File: config.mk
export PLATFORM = sky130hd
export DESIGN_NAME = mou_div
export DESIGN_NICKNAME = d
export VERILOG_FILES = /design/src/hw/rtl/mahony_orientation_update_defines.svh /design/src/hw/rtl/mou_pkg.sv /design/src/hw/rtl/mou_div.sv
export SDC_FILE = /design/constraint.sdc
export NUM_CORES = 1
export LEC_CHECK = 0
export ABC_CLOCK_PERIOD_IN_PS = 3300
export BUFFER_PORTS_ARGS = -buffer_cell sky130_fd_sc_hd__buf_2
export CAP_MARGIN = 40
export CORE_MARGIN = 2
export CORE_UTILIZATION = 25
export CTS_BUF_LIST = sky130_fd_sc_hd__clkbuf_4
export CTS_CLUSTER_DIAMETER = 200
export DETAILED_ROUTE_END_ITERATION = 7
export GPL_ROUTABILITY_DRIVEN = 0
export PLACE_DENSITY = 0.42
export SYNTH_ARGS = -nofsm -noshare
export SYNTH_HDL_FRONTEND = slang
export SYNTH_SLANG_ARGS = --single-unit
File: constraint.sdc
create_clock -name clk -period 3.3 [get_ports clk]
set_input_delay 0.33 -clock clk [delete_from_list [all_inputs] [get_ports clk]]
set_output_delay 0.33 -clock clk [all_outputs]
set_load 0.05 [all_outputs]
File: src/hw/rtl/mahony_orientation_update_defines.svh
// Assertion helpers for the orientation update block.
`ifndef MAHONY_ORIENTATION_UPDATE_DEFINES_SVH
`define MAHONY_ORIENTATION_UPDATE_DEFINES_SVH

// Same-cycle implication, sampled on clk, off during rst.
`define MOU_ASSERT_IMP(name, ante, cons, msg) \
  name: assert property (@(posedge clk) disable iff (rst) (ante) |-> (cons)) \
    else $error(msg);

// Next-cycle implication, sampled on clk, off during rst.
`define MOU_ASSERT_NXT(name, ante, cons, msg) \
  name: assert property (@(posedge clk) disable iff (rst) (ante) |=> (cons)) \
    else $error(msg);

`endif

File: src/hw/rtl/mou_pkg.sv
`timescale 1ns / 1ps
package mou_pkg;

  localparam int MAC_W = 34;
  localparam int ACC_W = 74;

  localparam logic [1:0] CFG_SAMPLE_PERIOD = 2'd0;
  localparam logic [1:0] CFG_PROP_GAIN     = 2'd1;
  localparam logic [1:0] CFG_INT_GAIN      = 2'd2;

  localparam logic [31:0] SAMPLE_PERIOD_RST = 32'd429496730;
  localparam logic [31:0] PROP_GAIN_RST     = 32'd100663296;
  localparam logic [31:0] INT_GAIN_RST      = 32'd838861;

  localparam logic signed [MAC_W-1:0] DEG2RAD_Q32 = 34'sd74961321;
  localparam logic [39:0] MAG_LIMIT = 40'hFF_FFFF_FFFF;

  typedef struct packed {
    logic clr;
    logic neg;
    logic shl;
  } mac_ctl_t;

  function automatic logic signed [31:0] sat32(input logic signed [47:0] val);
    logic signed [31:0] res;
    if (val > 48'sd2147483647) begin
      res = 32'sh7FFF_FFFF;
    end else if (val < -48'sd2147483648) begin
      res = 32'sh8000_0000;
    end else begin
      res = val[31:0];
    end
    return res;
  endfunction

endpackage

File: src/hw/rtl/mou_div.sv
`timescale 1ns / 1ps
module mou_div (
  input  logic        clk,
  input  logic        rst,
  input  logic        start,
  input  logic [63:0] dividend,
  input  logic [31:0] divisor,
  output logic [31:0] quotient,
  output logic        done
);
  import mou_pkg::*;

  logic [31:0] rem;
  logic [31:0] dl;
  logic [31:0] dvs;
  logic [4:0]  cnt;
  logic        busy;
  logic [32:0] trial;

  assign trial = {rem, dl[31]};

  always_ff @(posedge clk) begin
    if (rst) begin
      busy <= 1'b0;
      done <= 1'b0;
      cnt  <= '0;
    end else begin
      done <= busy && (cnt == 5'd31);
      if (start) begin
        busy <= 1'b1;
        cnt  <= '0;
      end else if (busy) begin
        cnt <= cnt + 5'd1;
        if (cnt == 5'd31) begin
          busy <= 1'b0;
        end
      end
    end
    if (start) begin
      rem      <= dividend[63:32];
      dl       <= dividend[31:0];
      dvs      <= divisor;
      quotient <= '0;
    end else if (busy) begin
      if (trial >= {1'b0, dvs}) begin
        rem      <= 32'(trial - {1'b0, dvs});
        quotient <= {quotient[30:0], 1'b1};
      end else begin
        rem      <= trial[31:0];
        quotient <= {quotient[30:0], 1'b0};
      end
      dl <= dl << 1;
    end
  end

endmodule

==> qor.txt <==
Total CTS buffers = 17
CTS tree = yes
RSZ-0062 raised after global routing = false
Gr usage total = 13.5%
Tightest Pin Transition = 562 ps
Setup violators final = 0
Share of cells above drive strength 1 = 27.8%
Post-DP HPWL = 14,300 um
Io pins = 132
Pre-CTS setup slack = 298 ps
Buffers on Ports = 131
Hold depth = 3
Initial antenna violation count = 4
Synth top area share = 38.5%
Synth top area cells = edfxtp_1, dfxtp_1, ha_1
Number of synthesized register bits = 135
Final core utilization = 31.6%
Top FF cell, synth = edfxtp_1
Die W = 177 um
Skew-Pair Late Insertion Delay = 560 ps
RR Startpoint = dl[31]$_DFFE_PP_
Critical path endpoint category = flop
Final Cycle Share = 91.6%
Hold buffers post-CTS = 45
Maximum net fanout on the critical path = 4
Synth cell types = 70
Arrival time at the worst endpoint = 3330 ps
Worst hold path startpoint = dividend[52]
Slew HR = 62.5%
Clock Tree Buf Depth = 2
Final WL = 20,500 um
Final Hold Viols = 0
Async SR Flop Fraction = 0%
FF-to-FF End = rem[30]$_DFFE_PP_
Chip height = 177 um
Vias per cell = 4.54
Detail Route Antenna Nets = 0
CP required = 3600 ps
R2R depth = 12
Cell Area, Synth = 7480 um^2
Critical setup path kind = reg -> reg
Die area = 31,300 um^2
Post-route DRC violation count = 0
Hold path endpoint = rem[20]$_DFFE_PP_
Fin area = 9330 um^2
Number of global-route vias before repair = 6,054
Total power = 5.50 mW
Placement Cell Area = 8600 um^2
Wire length of the first global-routing pass = 33,200 um
Syn Area/Cell = 10.8 um^2
Leading area contributor after synthesis = edfxtp_1
Status = finished clean
R2R Setup Slk = 280 ps
Post-Synthesis Net Count = 828
Fin nets = 1,000
Max-cap violation count = 0
Layout Cells excl Fill = 1,274
Fmax = 331 MHz
Power Density = 590 nW/um^2
Yosys warns = 0
Worst VDD drop = 0.211 mV
CTS root buffer = clkbuf_4
GRT overflow = 0
Core footprint = 29,600 um^2
H-Tree Depth = 4
Clock Skew = 24.4 ps
Starting Density = 25.3%
Worst hold path type = in -> reg
Fin crit period = 3020 ps
Aggregate negative setup slack = 0 ps
Max-slew violation count = 0
Post-CTS sizing = 0
WL/cell = 16.1 um
# rows = 63
Drt pass-1 iters = 4
WHS = 64.2 ps
Inst Count DP = 1,192
Via count = 5,779
Mapped Cells = 694
Final setup margin = 278 ps
Commonest cells in the netlist = edfxtp_1, nor2_1, inv_1, nand2_1, dfxtp_1
Leak Pwr = 3.85 nW
DRT iter0 DRCs = 230
Post-synth EDFFs = 96
Postcts setup bufs = 0
Largest net degree at the start of global routing = 67
Top-count cell post-synth = edfxtp_1
Clock edge transition at the registers on the reported setup and hold paths = 140 ps
Area grow syn2layout = 24.6%
Seq/Total Area, Yosys = 48.9%
Crit path launch type = flop
Clock Sinks = 135
==> report_power, final <==
group	total [mW]	internal, mW	switching, mW
Combinational	2.21	0.939	1.27
Clock	1.13	0.391	0.735
Sequential	2.17	2.07	0.0996
Total	5.50	3.40	2.10
==> cell usage in the layout (no fill, tap or decap), types with 17 or more instances in the layout <==
cell type,Yosys,final
o21ai_1,23,23
ha_1,34,34
nor2_1,70,70
edfxtp_1,96,96
dlygate4sd3_1,0,45
nand3_1,19,19
a21oi_1,37,37
a31oi_1,20,20
xnor2_1,21,21
mux2i_1,34,34
nand2_1,40,40
mux2_2,31,31
clkbuf_4,0,17
buf_2,9,130
dfxtp_1,39,38
inv_1,42,42
==> per-layer routing <==
metal	track usage [%]	wire [um]	up-vias
met1	18.2	9820	2725
met3	4.40	1210	10
met2	21.1	9240	134
met5	0	0	-
met4	3.03	208	0
li1	-	-	2910
==> registers in the layout (all words and copies together) (netlist names) <==
name      cells
dl           32
dvs          32
quotient     32
rem          32
cnt           5
busy          1
done          1
==> critical path, cell delays in order (launching register included) <==
cell      delay, ps
edfxtp_1        410
inv_1            70
ha_1            160
inv_1            50
fa_1            410
a21oi_1         250
o211ai_2        130
a211oi_2        280
o221a_2         280
o21ai_1         150
a221oi_2        260
xor2_1          180
o221ai_1        130
==> how the worst max path moves through the flow <==
stage               slack [ps]  cells after the start                end               from
floorplan                  600                     12  rem[30]$_DFFE_PP_   dl[31]$_DFFE_PP_
global placement           310                      8  rem[29]$_DFFE_PP_  rem[24]$_DFFE_PP_
detailed placement         300                     12  rem[30]$_DFFE_PP_   dl[31]$_DFFE_PP_
CTS                        250                     12  rem[28]$_DFFE_PP_   dl[31]$_DFFE_PP_
global route                80                     12  rem[30]$_DFFE_PP_   dl[31]$_DFFE_PP_
finish                     280                     12  rem[30]$_DFFE_PP_   dl[31]$_DFFE_PP_
==> cell families after synthesis <==
logic type | count (synthesis) | share of synthesized area (%)
compound gates | 167 | 16.3
xor+xnor | 30 | 3.51
fa+ha+maj | 35 | 5.95
buf+inv | 82 | 4.75
flops | 135 | 48.9
mux | 65 | 9.21
simple gates | 180 | 11.3
==> layout make-up <==
cell class	count	area, um^2
diodes	5	12.5
clock buffers	17	128
clock inverters	15	135
fillers	3104	20200
inverters	43	161
multi-input cells	477	3470
flip-flops and latches	135	3660
well taps	390	488
repair buffers	192	1270
Power figures use the tool's default switching activity.
