`config.mk`:
```
export PLATFORM = sky130hd
export DESIGN_NAME = mou_sqrt
export DESIGN_NICKNAME = d
export VERILOG_FILES = /design/src/hw/rtl/mahony_orientation_update_defines.svh /design/src/hw/rtl/mou_pkg.sv /design/src/hw/rtl/mou_sqrt.sv
export SDC_FILE = /design/constraint.sdc
export NUM_CORES = 1
export LEC_CHECK = 0
export BUFFER_PORTS_ARGS = -buffer_cell sky130_fd_sc_hd__buf_2
export CORE_MARGIN = 10
export CORE_UTILIZATION = 40
export DETAILED_ROUTE_END_ITERATION = 6
export PLACE_DENSITY = 0.63
export SLEW_MARGIN = 20
export SYNTH_ARGS = -nofsm -noshare
export SYNTH_HDL_FRONTEND = slang
export SYNTH_SLANG_ARGS = --single-unit
```
`constraint.sdc`:
```
create_clock -name clk -period 31 [get_ports clk]
set_clock_uncertainty 0.15 [all_clocks]
set_input_delay 4.65 -clock clk [delete_from_list [all_inputs] [get_ports clk]]
set_output_delay 4.65 -clock clk [all_outputs]
set_load 0.03 [all_outputs]
```
`src/hw/rtl/mahony_orientation_update_defines.svh`:
```
// Assertion helpers for the orientation update block.
`ifndef MAHONY_ORIENTATION_UPDATE_DEFINES_SVH
`define MAHONY_ORIENTATION_UPDATE_DEFINES_SVH

// Same-cycle implication, sampled on clk, off during rst.
`define MOU_ASSERT_IMP(name, ante, cons, msg) \
  name: assert property (@(posedge clk) disable iff (rst) (ante) |-> (cons)) \
    else $error(msg);

// Next-cycle implication, sampled on clk, off during rst.
`define MOU_ASSERT_NXT(name, ante, cons, msg) \
  name: assert property (@(posedge clk) disable iff (rst) (ante) |=> (cons)) \
    else $error(msg);

`endif

```
`src/hw/rtl/mou_pkg.sv`:
```
`timescale 1ns / 1ps
package mou_pkg;

  localparam int MAC_W = 34;
  localparam int ACC_W = 74;

  localparam logic [1:0] CFG_SAMPLE_PERIOD = 2'd0;
  localparam logic [1:0] CFG_PROP_GAIN     = 2'd1;
  localparam logic [1:0] CFG_INT_GAIN      = 2'd2;

  localparam logic [31:0] SAMPLE_PERIOD_RST = 32'd429496730;
  localparam logic [31:0] PROP_GAIN_RST     = 32'd100663296;
  localparam logic [31:0] INT_GAIN_RST      = 32'd838861;

  localparam logic signed [MAC_W-1:0] DEG2RAD_Q32 = 34'sd74961321;
  localparam logic [39:0] MAG_LIMIT = 40'hFF_FFFF_FFFF;

  typedef struct packed {
    logic clr;
    logic neg;
    logic shl;
  } mac_ctl_t;

  function automatic logic signed [31:0] sat32(input logic signed [47:0] val);
    logic signed [31:0] res;
    if (val > 48'sd2147483647) begin
      res = 32'sh7FFF_FFFF;
    end else if (val < -48'sd2147483648) begin
      res = 32'sh8000_0000;
    end else begin
      res = val[31:0];
    end
    return res;
  endfunction

endpackage

```
`src/hw/rtl/mou_sqrt.sv`:
```
`timescale 1ns / 1ps
module mou_sqrt (
  input  logic        clk,
  input  logic        rst,
  input  logic        start,
  input  logic [63:0] radicand,
  output logic [31:0] root,
  output logic        done
);
  import mou_pkg::*;

  logic [63:0] rx;
  logic [63:0] rr;
  logic [63:0] pbit;
  logic [4:0]  cnt;
  logic        busy;
  logic [64:0] trial;

  assign trial = {1'b0, rr} + {1'b0, pbit};
  assign root  = rr[31:0];

  always_ff @(posedge clk) begin
    if (rst) begin
      busy <= 1'b0;
      done <= 1'b0;
      cnt  <= '0;
    end else begin
      done <= busy && (cnt == 5'd31);
      if (start) begin
        busy <= 1'b1;
        cnt  <= '0;
      end else if (busy) begin
        cnt <= cnt + 5'd1;
        if (cnt == 5'd31) begin
          busy <= 1'b0;
        end
      end
    end
    if (start) begin
      rx   <= radicand;
      rr   <= '0;
      pbit <= 64'h4000_0000_0000_0000;
    end else if (busy) begin
      if ({1'b0, rx} >= trial) begin
        rx <= rx - trial[63:0];
        rr <= (rr >> 1) + pbit;
      end else begin
        rr <= rr >> 1;
      end
      pbit <= pbit >> 2;
    end
  end

endmodule

```
==> impl_metrics.ini <==
[status]
outcome = finished clean

[timing]
hold_violations_final = 0
worst_tran_pin_value_ps = 965
setup_ws_ps = 23610
min_period_over_period = 0.238
rsz0062_at_grt = no
slew_violations = 0
worst_slew_margin_rel = 0.357
setup_viol_count_final = 0
layout_min_cycle_time_ps = 7390
timing.setup.tns_ps = 0
timing.fmax_mhz = 135

[synth]
synth.cells.most_frequent = sky130_fd_sc_hd__nand2_1, sky130_fd_sc_hd__nor2_1, sky130_fd_sc_hd__o21ai_0, sky130_fd_sc_hd__ha_1, sky130_fd_sc_hd__a21oi_1
synth_most_common_cell = sky130_fd_sc_hd__nand2_1
post_synth_net_total = 2146
netlist_top_cells_area = sky130_fd_sc_hd__dfxtp_1, sky130_fd_sc_hd__edfxtp_1, sky130_fd_sc_hd__ha_1, sky130_fd_sc_hd__o21ai_0, sky130_fd_sc_hd__nand2_1
synthDominantAreaCellType = sky130_fd_sc_hd__dfxtp_1
synthesis.area_per_instance_um2 = 7.91
mappedNetlistArea_um2 = 15400
synthCells = 1946
synth_warnings = 0
synth_async_sr_flop_share = 0
dominantRegCellSynth = sky130_fd_sc_hd__dfxtp_1
synth_top_cell_area_share = 0.134
synth-seq-cells = 167
synth-seq-area-share = 0.259
synthDistinctLibCells = 89
synth_enable_flop_cells = 64

[floorplanning]
start_util = 0.407
dieArea_um2 = 46700
core_area_um2 = 37800
rows = 71
die_h_um = 216
die-width_um = 216
boundaryPins = 100

[clock_tree]
hold_buffers = 0
root_buffer = sky130_fd_sc_hd__clkbuf_16
insertion_delay_ps = 470
tritoncts = built
clock-sinks = 167
cts-htree-levels = 4
clk_path_buf_depth = 2
ctsResizeCount = 0
clkTransAtPathRegs_ps = 70
postCtsSetupBuffers = 0
clock_buffer_count_from_cts = 17

[placed_design]
preCtsSetupSlack_ps = 23590
post-dp-hpwl_um = 33500
place_congestion = 0.897
port_buffers = 99

[drt]
post-route-drc-count = 0
routed_len_inst_um = 18.3
detail_route.wirelength_um = 44900
drt_first_pass_iters = 6
detail_route.vias_per_cell = 5.84
num_vias = 14330
initial_detailed_routing_violation_count = 1087
drtAntennaViolNets = 0

[worst_setup_path]
timing.critical_path.max_delay_family = compound AO/OA/AOI/OAI gates
start_to_end_type_of_the_worst_setup_path = reg2reg
crit_chain = ha_1 -> nand4_2 -> nor4_2 -> nor3_1 -> o21ai_0 -> a22oi_1 -> o31ai_1 -> a21oi_1 -> nand2b_1 -> a21oi_1 -> xnor2_1 -> ha_1 -> and2_1 -> nand4_1 -> or4_1 -> a21oi_1 -> o21ai_1 -> a21o_4 -> o21ai_4 -> buf_4
critical_path.slowest_cell = sky130_fd_sc_hd__buf_4
worst_path_largest_cell_delay_ps = 740
worst-endpoint-arrival_ps = 7320
crit_path_launch = rr[10]
number_of_cells_traversed_by_the_worst_register_to_register_path = 20
endpoint = rx[21]
setup.worst_path.start_class = flop
timing.critical_path.depth = 20
critical-path-top-cell-by-count = sky130_fd_sc_hd__a21oi_1
rr_startpoint = rr[10]
cp.buffers_inverters = 1
reg2reg_slack_ps = 23610
critical_path.endpoint_type = flop
worst-path-max-fanout = 72
crit_required_ps = 30940
reg2reg_to = rx[21]

[final_layout]
nNetsFinal = 2131
final_layout_size_suffix_gt1_frac = 0.0921
synthToLayoutAreaGrowth_pct = 6.91
antenna_cells = 0

[grt]
grt_util_all_layers = 0.187
first_global_vias = 13700
first_pass_grt_wire_length_um = 72300
grt_remaining_overflow = 0
largest_net_degree_at_the_start_of_global_routing = 104
grt_antenna_before_repair = 1

[flow_run]
max_cap_violations = 0

[power]
power.leakage_nw = 6.27
vdd_ir_drop_max_v = 0.0000514
powerDensity_nw_per_um2 = 76.8

[hold_path]
worst_hold_path_type = reg2reg
==> power by group <==
group	switching (W)	internal [W]	leakage, nW	total [W]
registers	0.0000426	0.000293	1.49	0.000336
clock network	0.0000977	0.000127	0.292	0.000225
logic	0.000433	0.000271	4.49	0.000704
==> registers in the layout, summed over array words and instances (netlist names) <==
name	cells
cnt	5
rr	64
rx	64
done	1
pbit	32
busy	1
==> cell families after synthesis <==
kind of cell               Yosys count  synth area share
and+or+nand+nor                    629             0.187
AOI/OAI and AO/OA                  626             0.268
buffers and inverters              192            0.0607
DFF                                167             0.259
xor gates and xnor gates           157            0.0893
adders and majority gates          133             0.109
muxes                               42            0.0276
==> placed cells by master (no fill, tap or decap), types with 16 or more instances in the layout <==
master	count
sky130_fd_sc_hd__o21ai_0	173
sky130_fd_sc_hd__o31ai_1	18
sky130_fd_sc_hd__ha_1	132
sky130_fd_sc_hd__a21o_1	40
sky130_fd_sc_hd__clkbuf_16	20
sky130_fd_sc_hd__a21oi_1	107
sky130_fd_sc_hd__xor2_1	78
sky130_fd_sc_hd__a31oi_1	55
sky130_fd_sc_hd__or3_1	22
sky130_fd_sc_hd__nand4_1	39
sky130_fd_sc_hd__nand2_1	212
sky130_fd_sc_hd__mux2i_1	38
sky130_fd_sc_hd__nand3_1	39
sky130_fd_sc_hd__a311oi_1	26
sky130_fd_sc_hd__and3_1	22
sky130_fd_sc_hd__buf_2	98
sky130_fd_sc_hd__dfxtp_1	102
sky130_fd_sc_hd__edfxtp_1	64
sky130_fd_sc_hd__a31o_2	16
sky130_fd_sc_hd__nor2_1	193
sky130_fd_sc_hd__xnor2_1	79
sky130_fd_sc_hd__nand2b_1	21
sky130_fd_sc_hd__o21bai_1	31
sky130_fd_sc_hd__nor3_1	24
sky130_fd_sc_hd__a211oi_1	36
sky130_fd_sc_hd__inv_1	52
==> worst reg2reg max path: stages (launching register included) <==
cell,delay [ps]
sky130_fd_sc_hd__dfxtp_1,410
sky130_fd_sc_hd__ha_1,440
sky130_fd_sc_hd__nand4_2,190
sky130_fd_sc_hd__nor4_2,520
sky130_fd_sc_hd__nor3_1,180
sky130_fd_sc_hd__o21ai_0,460
sky130_fd_sc_hd__a22oi_1,240
sky130_fd_sc_hd__o31ai_1,530
sky130_fd_sc_hd__a21oi_1,150
sky130_fd_sc_hd__nand2b_1,200
sky130_fd_sc_hd__a21oi_1,240
sky130_fd_sc_hd__xnor2_1,130
sky130_fd_sc_hd__ha_1,380
sky130_fd_sc_hd__and2_1,280
sky130_fd_sc_hd__nand4_1,180
sky130_fd_sc_hd__or4_1,540
sky130_fd_sc_hd__a21oi_1,140
sky130_fd_sc_hd__o21ai_1,140
sky130_fd_sc_hd__a21o_4,460
sky130_fd_sc_hd__o21ai_4,240
sky130_fd_sc_hd__buf_4,740
==> worst min-delay path by stage <==
stage / endpoint / cells after the start / from / slack [ps]
finish: rr[0] / 2 / rr[0] / 360
global route: rr[0] / 2 / rr[0] / 400
CTS: rr[0] / 2 / rr[0] / 370
detailed placement: rr[0] / 2 / rr[0] / 350
global placement: rr[0] / 2 / rr[0] / 350
floorplan: rr[0] / 2 / rr[0] / 330
==> stage by stage <==
| step | util | hold WS [ps] | area (um^2) | instances | total power, W |
|---|---|---|---|---|---|
| 3_5_place_dp | 0.419 | 354 | 15900 | 2423 | 0.00103 |
| 4_1_cts | 0.435 | 366 | 16500 | 2455 | 0.00126 |
| 2_1_floorplan | - | 328 | 15400 | 1946 | 0.000888 |
| 6_report | 0.435 | 361 | 16500 | 2455 | 0.00126 |
| 5_1_grt | 0.435 | 403 | 16500 | 2455 | 0.00136 |
| 3_3_place_gp | 0.419 | 350 | 15900 | 2423 | 0.00102 |
==> layout make-up <==
type                            instances  area [um^2]
Clock inverter                          5         53.8
Inverter                               53          199
Tap cell                              511          639
Timing Repair Buffer                  105          547
Sequential cell                       167         3990
Multi-Input combinational cell       1587        10500
Clock buffer                           27          537
Fill cell                            3925        21400
==> layer usage <==
layer	GRT usage	part of all wire
met1	0.240	0.46
met2	0.317	0.48
met3	0.0288	0.041
met4	0.0552	0.020
met5	0	0
(Power assumes the default switching activity.)
