===== src/hw/rtl/mahony_orientation_update_defines.svh =====
// Assertion helpers for the orientation update block.
`ifndef MAHONY_ORIENTATION_UPDATE_DEFINES_SVH
`define MAHONY_ORIENTATION_UPDATE_DEFINES_SVH

// Same-cycle implication, sampled on clk, off during rst.
`define MOU_ASSERT_IMP(name, ante, cons, msg) \
  name: assert property (@(posedge clk) disable iff (rst) (ante) |-> (cons)) \
    else $error(msg);

// Next-cycle implication, sampled on clk, off during rst.
`define MOU_ASSERT_NXT(name, ante, cons, msg) \
  name: assert property (@(posedge clk) disable iff (rst) (ante) |=> (cons)) \
    else $error(msg);

`endif


===== src/hw/rtl/mou_pkg.sv =====
`timescale 1ns / 1ps
package mou_pkg;

  localparam int MAC_W = 34;
  localparam int ACC_W = 74;

  localparam logic [1:0] CFG_SAMPLE_PERIOD = 2'd0;
  localparam logic [1:0] CFG_PROP_GAIN     = 2'd1;
  localparam logic [1:0] CFG_INT_GAIN      = 2'd2;

  localparam logic [31:0] SAMPLE_PERIOD_RST = 32'd429496730;
  localparam logic [31:0] PROP_GAIN_RST     = 32'd100663296;
  localparam logic [31:0] INT_GAIN_RST      = 32'd838861;

  localparam logic signed [MAC_W-1:0] DEG2RAD_Q32 = 34'sd74961321;
  localparam logic [39:0] MAG_LIMIT = 40'hFF_FFFF_FFFF;

  typedef struct packed {
    logic clr;
    logic neg;
    logic shl;
  } mac_ctl_t;

  function automatic logic signed [31:0] sat32(input logic signed [47:0] val);
    logic signed [31:0] res;
    if (val > 48'sd2147483647) begin
      res = 32'sh7FFF_FFFF;
    end else if (val < -48'sd2147483648) begin
      res = 32'sh8000_0000;
    end else begin
      res = val[31:0];
    end
    return res;
  endfunction

endpackage


===== src/hw/rtl/mou_mac.sv =====
`timescale 1ns / 1ps
module mou_mac (
  input  logic                                 clk,
  input  logic                                 rst,
  input  logic                                 issue,
  input  logic signed [mou_pkg::MAC_W-1:0]     op_a,
  input  logic signed [mou_pkg::MAC_W-1:0]     op_b,
  input  mou_pkg::mac_ctl_t                    ctl,
  output logic signed [mou_pkg::ACC_W-1:0]     acc
);
  import mou_pkg::*;

  logic signed [2*MAC_W-1:0] prod;
  mac_ctl_t                  pctl;
  logic                      pvld;
  logic signed [ACC_W-1:0]   ext;
  logic signed [ACC_W-1:0]   shifted;
  logic signed [ACC_W-1:0]   term;
  logic signed [ACC_W-1:0]   base;

  always_comb begin
    ext     = ACC_W'(prod);
    shifted = pctl.shl ? (ext <<< 32) : ext;
    term    = pctl.neg ? -shifted : shifted;
    base    = pctl.clr ? '0 : acc;
  end

  always_ff @(posedge clk) begin
    if (rst) begin
      pvld <= 1'b0;
    end else begin
      pvld <= issue;
    end
    prod <= op_a * op_b;
    pctl <= ctl;
    if (pvld) begin
      acc <= base + term;
    end
  end

endmodule


===== config.mk =====
export PLATFORM = sky130hd
export DESIGN_NAME = mou_mac
export DESIGN_NICKNAME = d
export VERILOG_FILES = /design/src/hw/rtl/mahony_orientation_update_defines.svh /design/src/hw/rtl/mou_pkg.sv /design/src/hw/rtl/mou_mac.sv
export SDC_FILE = /design/constraint.sdc
export NUM_CORES = 2
export LEC_CHECK = 0
export ABC_CLOCK_PERIOD_IN_PS = 14480
export BUFFER_PORTS_ARGS = -buffer_cell sky130_fd_sc_hd__buf_4
export CORE_UTILIZATION = 55
export DETAILED_ROUTE_END_ITERATION = 12
export GPL_ROUTABILITY_DRIVEN = 0
export HOLD_SLACK_MARGIN = 0.12
export PLACE_DENSITY_LB_ADDON = 0.12
export SLEW_MARGIN = 20
export SYNTH_ARGS = -nofsm -noshare
export SYNTH_HDL_FRONTEND = slang
export SYNTH_SLANG_ARGS = --single-unit
export TNS_END_PERCENT = 1

===== constraint.sdc =====
create_clock -name clk -period 14.48 [get_ports clk]
set_clock_uncertainty 0.15 [all_clocks]
set_input_delay 4.344 -clock clk [delete_from_list [all_inputs] [get_ports clk]]
set_output_delay 4.344 -clock clk [all_outputs]
set_load 0.03 [all_outputs]

==> results.yml <==
setup_path:
  critPathArrivalTime_ns: 12.79
  regToRegEndpoint: "acc[67]"
  worst_setup_path_end_kind: "flip-flop"
  critical_path.startpoint_type: "primary input"
  critical_path.n_buffers_inverters: 4
  critical_path.reg2reg.startpoint: "pctl[0]"
  critical_path_required_ns: 14.71
  reg2reg_slack_ns: 7.78
  worstPathCellList: "buf_4 > nand2_1 > inv_1 > fa_1 > fa_1 > fa_1 > fa_1 > fa_1 > fa_1 > fa_1 > inv_1 > fa_1 > inv_1 > ha_1 > a21oi_1 > o21ai_0 > or3b_2 > a211o_1 > nand2_1 > a21oi_1 > a211o_1 > a221o_1 > a21oi_1 > xnor2_1"
  critical-path-slowest-cell: "sky130_fd_sc_hd__fa_1"
  worst_r2r_path_depth: 21
  worst_path_dominant_cell_family: "adder cells"
  timing.critical_path.mode_cell: "sky130_fd_sc_hd__fa_1"
  timing_worst_setup_path_type: "in2reg"
  cp_slowest_stage_delay_ns: 1.23
  critical_path_peak_fanout: 34
synthesis:
  ys_seq_elements: 146
  post_synth_inst_count: 5869
  async_flop_share: 0
  synth-seq-area-share: 0.0692
  synth_top_area_share: 0.469
  synth_warnings: 0
  synthDominantAreaCellType: "sky130_fd_sc_hd__fa_1"
  yosys.cell_count.top_type: "sky130_fd_sc_hd__inv_1"
  synthFlopType: "sky130_fd_sc_hd__edfxtp_1"
  post_synth_main_area_contributors: "sky130_fd_sc_hd__fa_1, sky130_fd_sc_hd__inv_1, sky130_fd_sc_hd__and2_1, sky130_fd_sc_hd__ha_1, sky130_fd_sc_hd__nand2_1"
  ys_types: 82
  synth_fp_nets: 7463
  post_synth_most_frequent_cells: "sky130_fd_sc_hd__inv_1, sky130_fd_sc_hd__fa_1, sky130_fd_sc_hd__nand2_1"
  number_of_synthesized_flops_with_an_enable_pin: 74
  syn_area_per_cell_um2: 9.03
  syn-cell-area_um2: 53000
routing:
  drt_first_iter_violations: 2812
  drt_pass1_iterations: 5
  drt-vias-per-instance: 5.59
  drc: 0
  route.final.wire_length_um: 146000
  num_vias: 39269
  wl_per_cell_um: 20.8
  drt.antenna.violating_nets: 0
grt:
  grt_max_degree: 75
  grt_total_ovfl: 0
  initial_antenna_violation_count: 1
  grt_util_all_layers: 0.312
  wire_length_of_the_first_global_routing_pass_um: 236000
  number_of_global_route_vias_before_repair: 42167
finish:
  num-fill-cells: 8621
  regArea_um2: 3670
  multi_input_area_um2: 43300
  finish.net_count: 7340
  drive_gt1_frac: 0.0392
  syn2layout_area_growth_pct: 4.24
min_path:
  worstHoldPathCells: 0
  hp-class: "reg2reg"
  hold_path_end: "acc[6]"
  hold_start: "pvld"
cts:
  clock_tree.buffer_depth: 2
  cts-buffers-inserted: 17
  post_cts_resize_count: 0
  insertion_delay_ns: 0.45
  cts.root.buffer_cell: "sky130_fd_sc_hd__clkbuf_16"
  cts_tree: "done"
  tritoncts_num_sinks: 146
  path_clk_slew_ns: 0.06
  post-cts-setup-buffer-count: 0
  htree_levels: 4
  ctsHoldBuffers: 0
sta:
  tns_ns: 0
  timing_max_transition_violations_final: 0
  timing.final.setup_violations: 0
  timing.final.hold_violations: 0
  max_freq_mhz: 79.6
  finalCriticalPeriod_ns: 12.56
  slew-limit-headroom: 0.347
  unrepaired_setup_endpoints_after_global_routing: "no"
  finalCritPeriodShare: 0.867
  slew_at_the_pin_closest_to_its_max_slew_limit_ns: 0.955
floorplanning:
  core.rowCount: 113
  io-pin-count: 148
  core_area_um2: 95200
  floorplan.die.width_um: 312
  initial_utilization: 0.557
  die_area_um2: 97600
  die_h_um: 312
placed_design:
  port_buffers: 147
  detailedPlacementHpwl_um: 117000
run:
  cap_viol_max_count: 0
status:
  run_status: "completed"
==> worst max path at each step <==
stage | to | cells after the start | start | slack [ns]
global route | prod[64] | 24 | op_b[1] | 1.44
CTS | prod[64] | 24 | op_b[1] | 1.90
global placement | prod[64] | 24 | op_b[1] | 1.54
finish | prod[64] | 24 | op_b[1] | 1.92
floorplan | prod[64] | 24 | op_a[33] | 2.25
detailed placement | prod[64] | 24 | op_b[1] | 1.44
==> layer usage <==
layer	GRT usage	vias to the layer above	part of all wire
li1	-	17331	-
met1	0.428	20115	0.42
met2	0.507	1581	0.47
met3	0.0552	242	0.079
met4	0.0908	0	0.029
met5	0	-	0
==> cell type report <==
class / count / share of cell area
Clock inverter: 12 / 0.00213
Tap cell: 1265 / 0.0287
Antenna cell: 1 / 0.0000453
Sequential cell: 146 / 0.0665
Timing Repair Buffer: 161 / 0.0219
Clock buffer: 20 / 0.00868
Inverter: 1284 / 0.0873
Multi-Input combinational cell: 4136 / 0.785
==> stage by stage <==
| step | hold slack (ns) | std cells | area (um^2) | worst slack (ns) | util |
|---|---|---|---|---|---|
| global route | 0.435 | 7025 | 55200 | 1.44 | 0.580 |
| finish | 0.418 | 7025 | 55200 | 1.92 | 0.580 |
| CTS | 0.426 | 7024 | 55200 | 1.90 | 0.580 |
| global placement | 0.413 | 6992 | 54600 | 1.54 | 0.574 |
| floorplan | 0.562 | 5869 | 53000 | 2.25 | - |
| detailed placement | 0.409 | 6992 | 54600 | 1.44 | 0.574 |
==> state kept, by name (all words and copies together) (netlist names) <==
| name | count |
|---|---|
| pvld | 1 |
| prod | 68 |
| acc | 74 |
| pctl | 3 |
==> placed cells by master (no fill, tap or decap), types with 68 or more instances in the layout <==
| master | netlist | layout |
|---|---|---|
| sky130_fd_sc_hd__dfxtp_1 | 72 | 68 |
| sky130_fd_sc_hd__buf_4 | 2 | 161 |
| sky130_fd_sc_hd__xor2_1 | 82 | 82 |
| sky130_fd_sc_hd__nor2b_1 | 98 | 98 |
| sky130_fd_sc_hd__o21ai_0 | 116 | 116 |
| sky130_fd_sc_hd__a21oi_1 | 186 | 186 |
| sky130_fd_sc_hd__xnor2_1 | 124 | 124 |
| sky130_fd_sc_hd__fa_1 | 1242 | 1242 |
| sky130_fd_sc_hd__and2_1 | 616 | 616 |
| sky130_fd_sc_hd__edfxtp_1 | 74 | 74 |
| sky130_fd_sc_hd__ha_1 | 278 | 278 |
| sky130_fd_sc_hd__nor2_1 | 169 | 169 |
| sky130_fd_sc_hd__nand2_1 | 686 | 686 |
| sky130_fd_sc_hd__inv_1 | 1282 | 1282 |
==> logic make-up (layout without fill, tap and decap cells) <==
group | Yosys count | count (layout) | synth area share
and+or+nand+nor | 1795 | 1795 | 0.172
buffers and inverters | 1587 | 1477 | 0.113
adders and majority gates | 1520 | 1520 | 0.535
AOI/OAI and AO/OA | 580 | 580 | 0.0702
xor gates and xnor gates | 206 | 206 | 0.0341
DFF | 146 | 146 | 0.0692
muxes | 35 | 35 | 0.00668
other | 0 | 1 | 0
==> worst reg2reg max path, stage by stage (launching register included) <==
cell and delay, ns:
sky130_fd_sc_hd__dfxtp_4 0.79, sky130_fd_sc_hd__inv_1 0.53, sky130_fd_sc_hd__nand2_1 0.26, sky130_fd_sc_hd__ha_1 0.20, sky130_fd_sc_hd__o21ai_1 0.23, sky130_fd_sc_hd__nor2_1 0.15, sky130_fd_sc_hd__o21ai_0 0.22, sky130_fd_sc_hd__a21o_1 0.25
sky130_fd_sc_hd__o31ai_1 0.46, sky130_fd_sc_hd__nand2_1 0.13, sky130_fd_sc_hd__xnor2_1 0.25, sky130_fd_sc_hd__ha_1 0.35, sky130_fd_sc_hd__a21oi_1 0.35, sky130_fd_sc_hd__o21a_1 0.26, sky130_fd_sc_hd__o211ai_1 0.16, sky130_fd_sc_hd__or3_1 0.35
sky130_fd_sc_hd__a211oi_1 0.26, sky130_fd_sc_hd__nor2_1 0.18, sky130_fd_sc_hd__a21oi_1 0.44, sky130_fd_sc_hd__nor2_1 0.14, sky130_fd_sc_hd__o21ai_0 0.23, sky130_fd_sc_hd__xnor2_1 0.11
Power is not shown: default switching activity piles up to over one toggle a cycle in this logic, so the estimate is an artifact.
